--- src/hw/rtl/e2ep11_pkg.sv ---
// Package for the frame protect/check block: configuration struct, result struct,
// register indexes, status codes and the bytewise crc-8 update.
// No dependencies.
package e2ep11_pkg;

   // default frame length held by the position counter
   localparam int MaxFrameBytesDefault = 4096;

   // configuration register indexes
   localparam logic [2:0] REG_OPERATION   = 3'd0;
   localparam logic [2:0] REG_INCREMENT   = 3'd1;
   localparam logic [2:0] REG_DATA_ID     = 3'd2;
   localparam logic [2:0] REG_NIBBLE_MODE = 3'd3;
   localparam logic [2:0] REG_HDR_OFFSET  = 3'd4;

   // operation codes
   localparam logic OP_PROTECT = 1'b0;
   localparam logic OP_CHECK   = 1'b1;

   // status codes
   localparam logic [2:0] ST_OK          = 3'd0;
   localparam logic [2:0] ST_OUTSIDE     = 3'd1;
   localparam logic [2:0] ST_COUNTER_BAD = 3'd2;
   localparam logic [2:0] ST_NIBBLE_BAD  = 3'd3;
   localparam logic [2:0] ST_CRC_BAD     = 3'd4;

   // crc polynomial (x^8 + x^4 + x^3 + x^2 + 1), msb first
   localparam logic [7:0] CRC_POLY = 8'h1D;

   // largest counter value allowed in the header nibble
   localparam logic [3:0] CNT_MAX = 4'd14;
   localparam logic [4:0] CNT_MOD = 5'd15;

   typedef struct packed {
      logic        operation;
      logic        alive_step;
      logic [15:0] data_id;
      logic        nibble_mode;
      logic [11:0] header_offset;
   } cfg_type;

   typedef struct packed {
      logic [7:0] crc_value;
      logic [7:0] header_byte;
      logic [2:0] status;
   } result_type;

   // one byte through the crc register, eight shift steps
   function automatic logic [7:0] crc8_byte(input logic [7:0] crc, input logic [7:0] b);
      logic [7:0] r;
      r = crc ^ b;
      for (int i = 0; i < 8; i++) begin
         if (r[7]) begin
            r = {r[6:0], 1'b0} ^ CRC_POLY;
         end else begin
            r = {r[6:0], 1'b0};
         end
      end
      return r;
   endfunction

endpackage

--- src/hw/rtl/e2e_p11_frame_protect_check.sv ---
// Top level of the frame protect/check block: input register, engine, result register.
// Depends on e2ep11_pkg, e2ep11_csr and e2ep11_engine.
//
//   channel   direction  signals                                      handshake
//   req_      in         req_data_byte, req_last_byte                 valid / stall
//   rsp_      out        rsp_crc_value, rsp_header_byte, rsp_status   valid / stall
//   csr_      in         csr_index, csr_wdata                         valid / ready
//
// One byte per cycle sustained while req_stall is low; a byte is held in the input
// register; its crc update and header logic run in the cycle it leaves the register.
// A frame's result is loaded into the result register at the end of the cycle in which
// its last byte is processed. Synchronous reset clears all control state and sets the
// configuration to its reset values. req_stall rises only when a last byte waits in the
// input register while an earlier result is still held by rsp_stall.
module e2e_p11_frame_protect_check #(
   parameter int MAX_FRAME_BYTES = e2ep11_pkg::MaxFrameBytesDefault
) (
   input  logic        clock,
   input  logic        reset,
   input  logic        req_valid,
   output logic        req_stall,
   input  logic [7:0]  req_data_byte,
   input  logic        req_last_byte,
   output logic        rsp_valid,
   input  logic        rsp_stall,
   output logic [7:0]  rsp_crc_value,
   output logic [7:0]  rsp_header_byte,
   output logic [2:0]  rsp_status,
   input  logic        csr_valid,
   output logic        csr_ready,
   input  logic [2:0]  csr_index,
   input  logic [15:0] csr_wdata
);
   import e2ep11_pkg::*;

   cfg_type    cfg;
   result_type eng_result;
   result_type out_ff;

   logic       in_vld_ff, in_vld_in;
   logic [7:0] in_byte_ff;
   logic       in_last_ff;
   logic       out_vld_ff, out_vld_in;
   logic       advance, req_take, out_load;

   // configuration registers
   e2ep11_csr u_csr (
      .clock     (clock),
      .reset     (reset),
      .csr_valid (csr_valid),
      .csr_ready (csr_ready),
      .csr_index (csr_index),
      .csr_wdata (csr_wdata),
      .cfg       (cfg)
   );

   // a held byte moves on unless it would produce a result into a full, stalled output
   assign advance   = !(in_last_ff && out_vld_ff && rsp_stall);
   assign req_stall = in_vld_ff && !advance;
   assign req_take  = req_valid && !req_stall;
   assign out_load  = in_vld_ff && advance && in_last_ff;

   // input register
   always_comb begin
      in_vld_in = in_vld_ff;
      if (req_take) begin
         in_vld_in = 1'b1;
      end else if (advance) begin
         in_vld_in = 1'b0;
      end
   end

   always_ff @(posedge clock) begin
      if (reset) begin
         in_vld_ff <= 1'b0;
      end else begin
         in_vld_ff <= in_vld_in;
      end
   end

   always_ff @(posedge clock) begin
      if (req_take) begin
         in_byte_ff <= req_data_byte;
         in_last_ff <= req_last_byte;
      end
   end

   // frame engine
   e2ep11_engine #(
      .MAX_FRAME_BYTES (MAX_FRAME_BYTES)
   ) u_engine (
      .clock     (clock),
      .reset     (reset),
      .cfg       (cfg),
      .step      (in_vld_ff && advance),
      .data_byte (in_byte_ff),
      .last_byte (in_last_ff),
      .result    (eng_result)
   );

   // result register
   always_comb begin
      out_vld_in = out_vld_ff && rsp_stall;
      if (out_load) begin
         out_vld_in = 1'b1;
      end
   end

   always_ff @(posedge clock) begin
      if (reset) begin
         out_vld_ff <= 1'b0;
      end else begin
         out_vld_ff <= out_vld_in;
      end
   end

   always_ff @(posedge clock) begin
      if (out_load) begin
         out_ff <= eng_result;
      end
   end

   assign rsp_valid       = out_vld_ff;
   assign rsp_crc_value   = out_ff.crc_value;
   assign rsp_header_byte = out_ff.header_byte;
   assign rsp_status      = out_ff.status;

   // a last byte never overwrites a result still waiting
   a_no_overwrite: assert property (@(posedge clock) disable iff (reset)
      (in_vld_ff && in_last_ff && out_vld_ff && rsp_stall) |-> req_stall)
      else $error("result register overwritten while stalled");

   // status stays within its defined codes
   a_status_range: assert property (@(posedge clock) disable iff (reset)
      rsp_valid |-> (rsp_status <= ST_CRC_BAD))
      else $error("undefined status code");

   // a frame without a header reports a zero header byte
   a_outside_hdr: assert property (@(posedge clock) disable iff (reset)
      (rsp_valid && rsp_status == ST_OUTSIDE) |-> (rsp_header_byte == 8'h00))
      else $error("header byte not cleared for short frame");

   // protect mode only reports ok or a short frame
   a_protect_status: assert property (@(posedge clock) disable iff (reset)
      (rsp_valid && cfg.operation == OP_PROTECT) |->
         (rsp_status == ST_OK || rsp_status == ST_OUTSIDE))
      else $error("check status in protect mode");

endmodule

--- src/hw/rtl/e2ep11_csr.sv ---
// Configuration registers of the frame protect/check block, written over the csr port.
// Depends on e2ep11_pkg.
module e2ep11_csr (
   input  logic                 clock,
   input  logic                 reset,
   input  logic                 csr_valid,
   output logic                 csr_ready,
   input  logic [2:0]           csr_index,
   input  logic [15:0]          csr_wdata,
   output e2ep11_pkg::cfg_type  cfg
);
   import e2ep11_pkg::*;

   cfg_type cfg_ff, cfg_in;

   // writes are always taken
   assign csr_ready = 1'b1;

   // register decode
   always_comb begin
      cfg_in = cfg_ff;
      if (csr_valid) begin
         unique case (csr_index)
            REG_OPERATION:   cfg_in.operation     = csr_wdata[0];
            REG_INCREMENT:   cfg_in.alive_step    = csr_wdata[0];
            REG_DATA_ID:     cfg_in.data_id       = csr_wdata;
            REG_NIBBLE_MODE: cfg_in.nibble_mode   = csr_wdata[0];
            REG_HDR_OFFSET:  cfg_in.header_offset = csr_wdata[11:0];
            default:         cfg_in = cfg_ff;
         endcase
      end
   end

   always_ff @(posedge clock) begin
      if (reset) begin
         cfg_ff.operation     <= OP_PROTECT;
         cfg_ff.alive_step    <= 1'b1;
         cfg_ff.data_id       <= '0;
         cfg_ff.nibble_mode   <= 1'b0;
         cfg_ff.header_offset <= '0;
      end else begin
         cfg_ff <= cfg_in;
      end
   end

   assign cfg = cfg_ff;

endmodule

--- src/hw/rtl/e2ep11_engine.sv ---
// Per-frame state and byte processing: crc update, header rewrite or check, and the
// result at the last byte. Depends on e2ep11_pkg.
module e2ep11_engine #(
   parameter int MAX_FRAME_BYTES = e2ep11_pkg::MaxFrameBytesDefault
) (
   input  logic                   clock,
   input  logic                   reset,
   input  e2ep11_pkg::cfg_type    cfg,
   input  logic                   step,
   input  logic [7:0]             data_byte,
   input  logic                   last_byte,
   output e2ep11_pkg::result_type result
);
   import e2ep11_pkg::*;

   localparam int POS_W = $clog2(MAX_FRAME_BYTES + 1);
   localparam int CMP_W = (POS_W > 13) ? POS_W : 13;
   localparam logic [POS_W-1:0] POS_LIMIT = POS_W'(MAX_FRAME_BYTES);

   logic [POS_W-1:0] pos_ff, pos_in;
   logic [7:0]       crc_ff, crc_in;
   logic [7:0]       rcrc_ff, rcrc_in;
   logic [7:0]       hdr_ff, hdr_in;
   logic             cnt_bad_ff, cnt_bad_in;
   logic             nib_bad_ff, nib_bad_in;

   logic [7:0]       seed, crc_cur, b_eff, crc_upd;
   logic [CMP_W-1:0] pos_x, pos_inc_x, off_x;
   logic             in_frame, is_crc, is_hdr;
   logic [4:0]       cnt_sum;
   logic [3:0]       cnt_new;
   logic [3:0]       nib_new;

   // seed from data id: low byte, then high byte or zero
   assign seed = crc8_byte(crc8_byte(8'h00, cfg.data_id[7:0]),
                           cfg.nibble_mode ? 8'h00 : cfg.data_id[15:8]);

   assign crc_cur  = (pos_ff == '0) ? seed : crc_ff;
   assign pos_x    = CMP_W'(pos_ff);
   assign off_x    = CMP_W'(cfg.header_offset);
   assign in_frame = pos_ff < POS_LIMIT;
   assign is_crc   = pos_x == off_x;
   assign is_hdr   = pos_x == off_x + CMP_W'(1);

   // counter nibble: (count + 1) mod 15
   assign cnt_sum = {1'b0, data_byte[3:0]} + 5'd1;
   assign cnt_new = (cnt_sum >= CNT_MOD) ? 4'(cnt_sum - CNT_MOD) : cnt_sum[3:0];
   assign nib_new = cfg.nibble_mode ? cfg.data_id[11:8] : data_byte[7:4];

   // byte that enters the crc
   always_comb begin
      b_eff = data_byte;
      if (is_hdr && cfg.operation == OP_PROTECT) begin
         b_eff = {nib_new, cfg.alive_step ? cnt_new : data_byte[3:0]};
      end
   end

   assign crc_upd = crc8_byte(crc_cur, b_eff);

   // frame state update
   always_comb begin
      pos_in     = pos_ff;
      crc_in     = crc_cur;
      rcrc_in    = rcrc_ff;
      hdr_in     = hdr_ff;
      cnt_bad_in = cnt_bad_ff;
      nib_bad_in = nib_bad_ff;
      if (in_frame) begin
         pos_in = pos_ff + POS_W'(1);
         if (is_crc) begin
            rcrc_in = data_byte;
         end else begin
            crc_in = crc_upd;
            if (is_hdr) begin
               hdr_in = b_eff;
               if (cfg.operation == OP_CHECK) begin
                  cnt_bad_in = data_byte[3:0] > CNT_MAX;
                  nib_bad_in = cfg.nibble_mode && (data_byte[7:4] != cfg.data_id[11:8]);
               end
            end
         end
      end
   end

   // result from the updated state
   assign pos_inc_x = CMP_W'(pos_in);
   always_comb begin
      result.crc_value   = crc_in;
      result.header_byte = hdr_in;
      if (pos_inc_x < off_x + CMP_W'(2)) begin
         result.status      = ST_OUTSIDE;
         result.header_byte = 8'h00;
      end else if (cfg.operation == OP_CHECK) begin
         if (cnt_bad_in) begin
            result.status = ST_COUNTER_BAD;
         end else if (nib_bad_in) begin
            result.status = ST_NIBBLE_BAD;
         end else if (crc_in != rcrc_in) begin
            result.status = ST_CRC_BAD;
         end else begin
            result.status = ST_OK;
         end
      end else begin
         result.status = ST_OK;
      end
   end

   // frame registers, cleared (the crc set to the seed) after the last byte
   always_ff @(posedge clock) begin
      if (reset) begin
         pos_ff     <= '0;
         crc_ff     <= '0;
         rcrc_ff    <= '0;
         hdr_ff     <= '0;
         cnt_bad_ff <= 1'b0;
         nib_bad_ff <= 1'b0;
      end else if (step) begin
         if (last_byte) begin
            pos_ff     <= '0;
            crc_ff     <= seed;
            rcrc_ff    <= '0;
            hdr_ff     <= '0;
            cnt_bad_ff <= 1'b0;
            nib_bad_ff <= 1'b0;
         end else begin
            pos_ff     <= pos_in;
            crc_ff     <= crc_in;
            rcrc_ff    <= rcrc_in;
            hdr_ff     <= hdr_in;
            cnt_bad_ff <= cnt_bad_in;
            nib_bad_ff <= nib_bad_in;
         end
      end
   end

endmodule
--- config.mk ---
export PLATFORM = sky130hd
export DESIGN_NAME = e2e_p11_frame_protect_check
export DESIGN_NICKNAME = d
export VERILOG_FILES = /design/src/hw/rtl/e2ep11_pkg.sv /design/src/hw/rtl/e2e_p11_frame_protect_check.sv /design/src/hw/rtl/e2ep11_csr.sv /design/src/hw/rtl/e2ep11_engine.sv
export SDC_FILE = /design/constraint.sdc
export NUM_CORES = 1
export LEC_CHECK = 0
export ABC_AREA = 0
export BUFFER_PORTS_ARGS = -buffer_cell sky130_fd_sc_hd__buf_2
export CORE_MARGIN = 4
export CORE_UTILIZATION = 45
export DETAILED_ROUTE_END_ITERATION = 16
export PLACE_DENSITY = 0.67
export SETUP_SLACK_MARGIN = 0.2
export SLEW_MARGIN = 20
export SYNTH_ARGS = -nofsm -noshare
export SYNTH_HDL_FRONTEND = slang
export SYNTH_SLANG_ARGS = --single-unit
--- constraint.sdc ---
create_clock -name clock -period 4 [get_ports clock]
set_input_delay 0.6 -clock clock [delete_from_list [all_inputs] [get_ports clock]]
set_output_delay 0.6 -clock clock [all_outputs]
set_load 0.005 [all_outputs]
==> summary.md, run 1 <==
| Metric | Value |
|---|---|
| Status | finished with violations |
| Failing checks | negative setup slack |
| Endpoint kind of the worst setup timing path | flop |
| Buffers added on ports | 53 |
| Delay-heaviest family, CP | compound AO/OA/AOI/OAI gates |
| Pin count of the biggest net entering global routing | 38 |
| Gp weighted congestion | 1.00 |
| Die boundary height | 130 um |
| Overall global routing resource usage | 22.7% |
| Arr. time, crit path | 4.14 ns |
| CTS max path bufs | 2 |
| Clk network pwr share | 25.0% |
| Total of warnings raised by yosys | 0 |
| Count of routing violations after the opening detailed-route iteration | 402 |
| Number of filler cells placed in the layout | 1,270 |
| Period utilisation layout | 101% |
| Final Instance Area | 8470 um^2 |
| Final critical-path required period | 4.03 ns |
| Clock Latency Late Sink | 0.36 ns |
| Die width | 130 um |
| Ant diodes | 0 |
| RSZ-0062 raised after global routing | true |
| Number of buffers and inverters on the critical path | 2 |
| Total detailed-routing wirelength | 19.0 mm |
| Pins over their slew limit | 0 |
| Routed vias | 6,101 |
| Clock root buffer | sky130_fd_sc_hd__clkbuf_16 |
| Via-per-instance ratio | 5.49 |
| Tightest slew margin relative to the limit | 24.4% |
| Top-Level Pins | 55 |
| Register-to-register path setup slack | -0.03 ns |
| Netlist cell types | 76 |
| Logic depth of the worst register-to-register path | 15 |
| Most common library cell in the layout ignoring fill and taps | sky130_fd_sc_hd__buf_4 |
| Highest attainable clock frequency | 0.248 GHz |
| CTS tree | done |
| Area added between synthesis and finish | 26.0% |
| Sequential cell area | 2290 um^2 |
| Post-synthesis async set-or-reset flop share | 0% |
| Hold Crit Depth | 1 |
| Final worst hold slack | 0.418 ns |
| Worst clock skew | 0.00974 ns |
| Routed wire length per instance | 17.1 um |
| Count of state elements after synthesis | 100 |
| Via count of the first global-routing pass | 5,709 |
| Power density cells | 394 nW/um^2 |
| TritonCTS buffer count | 9 |
| HPWL after detailed placement | 14.6 mm |
| Primary flip-flop cell chosen by synthesis mapping | sky130_fd_sc_hd__dfxtp_1 |
| Final Setup Violations | 1 |
| Multi-input combinational cell area | 4430 um^2 |
| Row count | 44 |
| Commonest non-fill, non-tap cells in the layout | 120 x sky130_fd_sc_hd__buf_4, 108 x sky130_fd_sc_hd__nand2_1, 78 x sky130_fd_sc_hd__nor2_1, 68 x sky130_fd_sc_hd__dfxtp_1, 64 x sky130_fd_sc_hd__a21oi_1 |
| Leakage Power | 3.47 nW |
| Initial Utilization | 46.0% |
| PnR worst setup slack | -0.0310 ns |
| Slowest library cell on the worst path | sky130_fd_sc_hd__a2111oi_4 |
| DRC | 0 |
| Internal power component | 0.00223 W |
| Hold buffers post-CTS | 0 |
| Slowest stage delay, CP | 0.44 ns |
| First-pass GRT wire length | 29.9 mm |
| Final net count | 975 |
| Critical-path cell list | ha_4, and3_1, o211ai_1, a2111oi_4, buf_4, nand3_4, buf_4, nor4_1, o21ai_0, nand2_1, xnor3_2, xor2_1, a22o_1, a2111o_1, o311a_1 |
| CTS clk-pin slew, worst paths | 0.07 ns |
| Total gr overflow | 0 |
| EDFF count, synth | 28 |
| Avg Cell Area, Syn | 8.55 um^2 |
| Die Footprint | 16,900 um^2 |
| Number of stages on the worst setup path | 15 |
| Net count of the mapped netlist | 838 |
| Number of iterations in the first detailed-routing pass | 6 |
| Std-Cell Core Area | 14,600 um^2 |
| Count of nets left with antenna violations after detail routing | 0 |
| Largest fanout on the critical path | 5 |
| Synthesized cell area | 6720 um^2 |
| Worst-margin pin slew | 1.13 ns |
| Number of maximum-capacitance constraint violations | 0 |
| Peak supply drop | 0.195 mV |
| Power spent charging and discharging nets | 0.00111 W |
| Maximum level of the CTS H-tree | 3 |
| Worst min-delay path category | input pin to flop |
| Antenna violations before repair | 0 |
| Net switching share of the total power | 33.2% |
| Sequential-to-total area share from yosys stat | 34.0% |
| Startpoint type of the worst setup path | flop |
| Sequential fraction of design power | 33.6% |
| Data required time at the worst endpoint | 4.11 ns |
| Clock sink count | 100 |
| Setup slack at placement | -0.201 ns |
| Type of the setup path with the least slack | flop to flop |
| Final hold viol count | 0 |
| Number of instances in the synthesized netlist | 786 |
| Cell repeated most along the worst path | sky130_fd_sc_hd__buf_4 |
| Cell area after placement | 7960 um^2 |
| Share of total power in combinational logic | 41.4% |
| Share of layout cells above drive strength 1 | 26.5% |
## sequential cells by signal (all words and copies together) (netlist names)
register	count
in_byte_ff	8
in_last_ff	1
in_vld_ff	1
rsp_crc_value	8
rsp_header_byte	8
rsp_status	3
rsp_valid	1
u_csr.cfg	31
u_engine.cnt_bad_ff	1
u_engine.crc_ff	8
u_engine.hdr_ff	8
u_engine.nib_bad_ff	1
u_engine.pos_ff	13
u_engine.rcrc_ff	8
## Yosys cell counts, types with 3 or more instances
library cell               number  share of area (%)
sky130_fd_sc_hd__ha_1          19                3.5
sky130_fd_sc_hd__inv_1         18                1.0
sky130_fd_sc_hd__a211oi_1       8               0.89
sky130_fd_sc_hd__mux2i_1       21                3.1
sky130_fd_sc_hd__and3_1        11                1.0
sky130_fd_sc_hd__clkbuf_1      33                1.8
sky130_fd_sc_hd__nor2b_1       12                1.1
sky130_fd_sc_hd__nor4b_1        3               0.39
sky130_fd_sc_hd__a31oi_1        4               0.37
sky130_fd_sc_hd__xnor2_1       49                6.4
sky130_fd_sc_hd__and2_1         4               0.37
sky130_fd_sc_hd__or3_1          3               0.28
sky130_fd_sc_hd__xor2_1        38                5.0
sky130_fd_sc_hd__nor4_1         8               0.75
sky130_fd_sc_hd__o211ai_1       7               0.78
sky130_fd_sc_hd__nand2_1      108                6.0
sky130_fd_sc_hd__buf_2          7               0.52
sky130_fd_sc_hd__xor3_1         5                1.8
sky130_fd_sc_hd__nor3_1         9               0.67
sky130_fd_sc_hd__a21o_1         5               0.56
sky130_fd_sc_hd__edfxtp_1      28                 13
sky130_fd_sc_hd__mux2_2         5               0.84
sky130_fd_sc_hd__xnor3_1       10                3.4
sky130_fd_sc_hd__o21a_1         8               0.89
sky130_fd_sc_hd__nand4_1        8               0.75
sky130_fd_sc_hd__nor2_1        80                4.5
sky130_fd_sc_hd__and4_1         4               0.52
sky130_fd_sc_hd__o22ai_1        3               0.28
sky130_fd_sc_hd__nand3_1       24                1.8
sky130_fd_sc_hd__dfxtp_1       72                 21
sky130_fd_sc_hd__nand2b_1       8               0.75
sky130_fd_sc_hd__or2_2          4               0.37
sky130_fd_sc_hd__a22oi_1       19                2.1
sky130_fd_sc_hd__o21ai_0       24                1.8
sky130_fd_sc_hd__a21oi_1       65                4.8
## metal layers
metal | vias to the layer above | global-route usage (%) | wire [um]
met1 | 2857 | 32.3 | 8700
met5 | - | 0 | 0
met2 | 167 | 34.9 | 8580
met3 | 28 | 3.27 | 1260
li1 | 3049 | - | -
met4 | 0 | 8.92 | 458
## through the flow
stage               utilization [%]  total power (W)  setup TNS [ns]  cells
global placement               54.6          0.00233          -0.121   1093
global route                   58.0          0.00349          -0.165   1112
detailed placement             54.6          0.00234          -0.201   1093
finish                         58.0          0.00334         -0.0310   1112
floorplan                         -          0.00189               0    786
CTS                            57.0          0.00322         -0.0134   1109
## power by group through the flow
stage | Combinational (W) | Sequential [W] | Clock, W
6_report | 0.00138 | 0.00112 | 0.000834
5_1_grt | 0.00148 | 0.00112 | 0.000891
4_1_cts | 0.00125 | 0.00112 | 0.000848
3_5_place_dp | 0.00120 | 0.00114 | 0
3_3_place_gp | 0.00119 | 0.00114 | 0
2_1_floorplan | 0.000750 | 0.00114 | 0
## repair_timing
item | CTS | global route
pin swaps | 3 | 6
resized for setup | 12 | 23
hold endpoints to repair | 0 | 0
setup endpoints to repair | 5 | 8
buffers inserted | 0 | 3
## kinds of logic after synthesis
logic type	synth area share, %
AOI/OAI and AO/OA	16.2
xor gates and xnor gates	17.1
adders and majority gates	3.54
buffers and inverters	4.19
DFF	34.0
muxes	3.97
other	0.0558
and+or+nand+nor	21.0
## final timing paths
kind               startpoint             to
max              u_csr.cfg[1]  rsp_status[2]
min          req_data_byte[3]  in_byte_ff[3]
max reg2reg      u_csr.cfg[1]  rsp_status[2]
min reg2reg     u_csr.cfg[25]  u_csr.cfg[25]
## worst reg2reg max path, stage by stage, from the launching register on
cell                        delay (ns)
sky130_fd_sc_hd__dfxtp_4          0.38
sky130_fd_sc_hd__ha_4             0.13
sky130_fd_sc_hd__and3_1           0.18
sky130_fd_sc_hd__o211ai_1         0.14
sky130_fd_sc_hd__a2111oi_4        0.44
sky130_fd_sc_hd__buf_4            0.20
sky130_fd_sc_hd__nand3_4          0.10
sky130_fd_sc_hd__buf_4            0.17
sky130_fd_sc_hd__nor4_1           0.32
sky130_fd_sc_hd__o21ai_0          0.17
sky130_fd_sc_hd__nand2_1          0.18
sky130_fd_sc_hd__xnor3_2          0.38
sky130_fd_sc_hd__xor2_1           0.20
sky130_fd_sc_hd__a22o_1           0.22
sky130_fd_sc_hd__a2111o_1         0.28
sky130_fd_sc_hd__o311a_1          0.29
## cell type report
type,instances,area share [%]
clock buffers,9,2.66
clock inverters,7,0.621
inverters,19,0.872
multi-input cells,620,52.3
flip-flops and latches,100,27.0
well taps,184,2.72
repair buffers,173,13.8
No activity file was read; power rests on OpenSTA's default activity.
==> inputs of run 2 (changes only) <==
--- a/config.mk
+++ b/config.mk
@@ -15,4 +15,5 @@
 export SLEW_MARGIN = 20
 export SYNTH_ARGS = -nofsm -noshare
 export SYNTH_HDL_FRONTEND = slang
+export SYNTH_HIERARCHICAL = 1
 export SYNTH_SLANG_ARGS = --single-unit
==> summary.md, run 2 <==
| Metric | Value |
|---|---|
| Status | finished with violations |
| Failing checks | negative setup slack |
| Number of maximum-capacitance constraint violations | 0 (unchanged) |
| Leading post-synthesis cells by instance count | 86 x sky130_fd_sc_hd__nor2_1, 72 x sky130_fd_sc_hd__dfxtp_1, 61 x sky130_fd_sc_hd__xnor2_1, 57 x sky130_fd_sc_hd__mux2i_1, 51 x sky130_fd_sc_hd__nand2b_1 |
| Endpoint kind of the worst setup timing path | flop |
| DRC | 0 (unchanged) |
| Final Setup Violations | 1 (unchanged) |
| Count of nets left with antenna violations after detail routing | 0 (unchanged) |
| Worst clock skew | 0.0140 ns (+0.00428 ns) |
| Period utilisation layout | 103% (+2.4 points) |
| PnR worst setup slack | -0.127 ns (-0.0963 ns) |
| Overall global routing resource usage | 21.2% (-1.5 points) |
| Die width | 133 um (+2.4%) |
| Power density cells | 378 nW/um^2 (-4.2%) |
| HPWL after detailed placement | 13.9 mm (-4.8%) |
| Most common library cell in the layout ignoring fill and taps | sky130_fd_sc_hd__buf_4 |
| Number of instances in the synthesized netlist | 771 (-1.9%) |
| Worst-margin pin slew | 0.960 ns (-0.170 ns) |
| Flip-flop count of the largest register, all copies and words added | 31 (unchanged) |
| CTS tree | done |
| Share of layout cells above drive strength 1 | 29.2% (+2.7 points) |
| CTS clk-pin slew, worst paths | 0.08 ns (about the same) |
| Final critical-path required period | 4.13 ns (+0.0963 ns) |
| Final hold viol count | 0 (unchanged) |
| Data required time at the worst endpoint | 4.10 ns (about the same) |
| Avg Cell Area, Syn | 9.16 um^2 (+7.1%) |
| Hold buffers post-CTS | 0 (unchanged) |
| Number of iterations in the first detailed-routing pass | 5 (-1) |
| Aggregate negative setup slack | -0.127 ns (-0.0963 ns) |
| Top-Level Pins | 55 (unchanged) |
| Via count of the first global-routing pass | 5,731 (+0.39%) |
| Sequential-to-total area share from yosys stat | 32.3% (-1.6 points) |
| Clock root buffer | sky130_fd_sc_hd__clkbuf_16 |
| Ant diodes | 0 (unchanged) |
| Post-synthesis async set-or-reset flop share | 0% (unchanged) |
| Row count | 45 (+2.3%) |
| RSZ-0062 raised after global routing | true |
| Cells taking the most area after synthesis | sky130_fd_sc_hd__dfxtp_1 20%, sky130_fd_sc_hd__edfxtp_1 12%, sky130_fd_sc_hd__mux2i_1 8.1%, sky130_fd_sc_hd__xnor2_1 7.6%, sky130_fd_sc_hd__xor2_1 6.0% |
| Via-per-instance ratio | 5.39 (-1.7%) |
| Antenna violations before repair | 0 (unchanged) |
| Primary flip-flop cell chosen by synthesis mapping | sky130_fd_sc_hd__dfxtp_1 |
| Power spent charging and discharging nets | 0.00108 W (-2.0%) |
| Netlist cell types | 77 (+1.3%) |
| Cell area after placement | 8090 um^2 (+1.6%) |
| Count of routing violations after the opening detailed-route iteration | 429 (+6.7%) |
| Net switching share of the total power | 31.9% (-1.3 points) |
| Clock sink count | 100 (unchanged) |
| First-pass GRT wire length | 30.1 mm (+0.41%) |
| Tightest slew margin relative to the limit | 35.8% (+11 points) |
| Commonest non-fill, non-tap cells in the layout | 100 x sky130_fd_sc_hd__buf_4, 86 x sky130_fd_sc_hd__nor2_1, 64 x sky130_fd_sc_hd__dfxtp_1, 53 x sky130_fd_sc_hd__buf_2, 52 x sky130_fd_sc_hd__xnor2_1 |
| Pin count of the biggest net entering global routing | 65 (+71%) |
| Post-synth top area share | 20.4% (-1.0 points) |
| Die Footprint | 17,800 um^2 (+4.8%) |
| Internal power component | 0.00231 W (+3.7%) |
| Routed vias | 6,026 (-1.2%) |
| Peak supply drop | 0.264 mV (+35%) |
| CTS max path bufs | 2 (unchanged) |
| Total detailed-routing wirelength | 19.2 mm (+1.0%) |
| Count of state elements after synthesis | 100 (unchanged) |
| Buffers added on ports | 53 (unchanged) |
| Net count of the mapped netlist | 822 (-1.9%) |
| Type of the setup path with the least slack | flop to flop |
| Maximum level of the CTS H-tree | 3 (unchanged) |
| Register-to-register path setup slack | -0.13 ns (-0.10 ns) |
| Largest fanout on the critical path | 5 (unchanged) |
| TritonCTS buffer count | 9 (unchanged) |
| Total gr overflow | 0 (unchanged) |
| Final net count | 952 (-2.4%) |
| Total of warnings raised by yosys | 6 (+6) |
| Die boundary height | 133 um (+2.4%) |
| Worst min-delay path category | input pin to flop |
| Routed wire length per instance | 17.2 um (+0.55%) |
| Most numerous cell in the Yosys netlist | sky130_fd_sc_hd__nor2_1 |
| Area added between synthesis and finish | 27.5% |
| Std-Cell Core Area | 15,300 um^2 (+4.6%) |
| Arr. time, crit path | 4.22 ns (+0.08 ns) |
| Share of total power in combinational logic | 40.2% (-1.2 points) |
| EDFF count, synth | 28 (unchanged) |
| Synthesized cell area | 7060 um^2 (+5.1%) |
| Final Instance Area | 9000 um^2 (+6.3%) |
| Yosys top cell by area | sky130_fd_sc_hd__dfxtp_1 |
| Power after layout | 0.00340 W (+1.8%) |
| Leakage Power | 3.73 nW (+7.5%) |
| Highest attainable clock frequency | 0.242 GHz (-2.3%) |
| Startpoint type of the worst setup path | flop |
| Initial Utilization | 46.3% (+0.22 points) |
| Sequential fraction of design power | 32.9% (-0.7 points) |
| Clock Latency Late Sink | 0.36 ns (about the same) |
| Setup slack at placement | -0.153 ns (+0.0481 ns) |
| Gp weighted congestion | 0.912 (-8.9%) |
| Pins over their slew limit | 0 (unchanged) |
| Clk network pwr share | 26.8% (+1.8 points) |
[run 2: cell types whose count changed after synthesis, sizes merged, moves of 5 or more]
cell / previous run / this run
nand2: 108 / 44
nand2b: 8 / 51
mux2i: 21 / 57
a21oi: 65 / 37
xnor2: 49 / 64
xor2: 39 / 51
nand3: 24 / 17
o21ai: 25 / 18
and3: 11 / 6
nor2: 81 / 86
xor3: 5 / 0
[run 2: power by group through the flow]
stage          Clock (W)  Sequential (W)  Combinational (W)
2_1_floorplan          0         0.00113           0.000664
3_5_place_dp           0         0.00114            0.00104
6_report        0.000911         0.00112            0.00137
3_3_place_gp           0         0.00114            0.00104
4_1_cts         0.000932         0.00112            0.00121
5_1_grt         0.000977         0.00112            0.00144
[run 2: layout make-up]
class	instances	area, um^2
timing repair buffer	171	1220
inverter	15	56.3
tap	211	264
multi-input combinational	604	4850
clock buffer	9	225
clock inverter	7	86.3
sequential	100	2300
fill	1321	6260
[run 2: worst paths after layout]
path / from / endpoint / cells past startpoint
worst max-delay path: u_csr/cfg[1] / rsp_status[2] / 16
worst min-delay path: req_data_byte[6] / in_byte_ff[6] / 1
worst max register to register: u_csr/cfg[1] / rsp_status[2] / 16
worst min register to register: u_engine/crc_ff[0] / u_engine/crc_ff[0] / 2
[run 2: cell families after synthesis]
| kind of cell | synth area share, % |
|---|---|
| fa+ha+maj | 3.19 |
| other cells | 0.0531 |
| mux | 9.25 |
| flops | 32.3 |
| xor+xnor | 17.9 |
| compound gates | 12.6 |
| simple gates | 20.3 |
| buf+inv | 4.32 |
[run 2: timing repair]
action / CTS / global route
setup endpoints to repair: 16 / 27
pin swaps: 20 / 27
gates resized for setup: 39 / 39
buffers inserted: 15 / 11
[run 2: metal layers]
metal	GRT usage, %	part of all wire (%)	vias up	routed length, um
li1	-	-	2948	-
met1	28.9	45	2860	8700
met2	34.5	47	191	8990
met3	3.59	5.9	27	1130
met4	6.74	1.9	0	374
met5	0	0	-	0
[run 2: critical path: stages (launching register included)]
cell	delay, ns
sky130_fd_sc_hd__dfxtp_4	0.39
sky130_fd_sc_hd__ha_4	0.18
sky130_fd_sc_hd__and4_4	0.24
sky130_fd_sc_hd__nand3_2	0.07
sky130_fd_sc_hd__xor2_1	0.14
sky130_fd_sc_hd__or4_4	0.59
sky130_fd_sc_hd__a2111oi_4	0.20
sky130_fd_sc_hd__buf_4	0.19
sky130_fd_sc_hd__mux2_4	0.33
sky130_fd_sc_hd__xor2_4	0.18
sky130_fd_sc_hd__buf_4	0.15
sky130_fd_sc_hd__xnor2_2	0.14
sky130_fd_sc_hd__xnor2_2	0.24
sky130_fd_sc_hd__xnor2_1	0.10
sky130_fd_sc_hd__o31a_1	0.30
sky130_fd_sc_hd__nor4_2	0.28
sky130_fd_sc_hd__a41oi_2	0.13
[run 2: stage by stage]
step / hold slack (ns) / instances / utilization (%)
global route: 0.399 / 1117 / 59.0
floorplan: 0.438 / 771 / -
finish: 0.408 / 1117 / 59.0
CTS: 0.398 / 1106 / 57.2
global placement: 0.452 / 1075 / 53.0
detailed placement: 0.461 / 1075 / 53.0
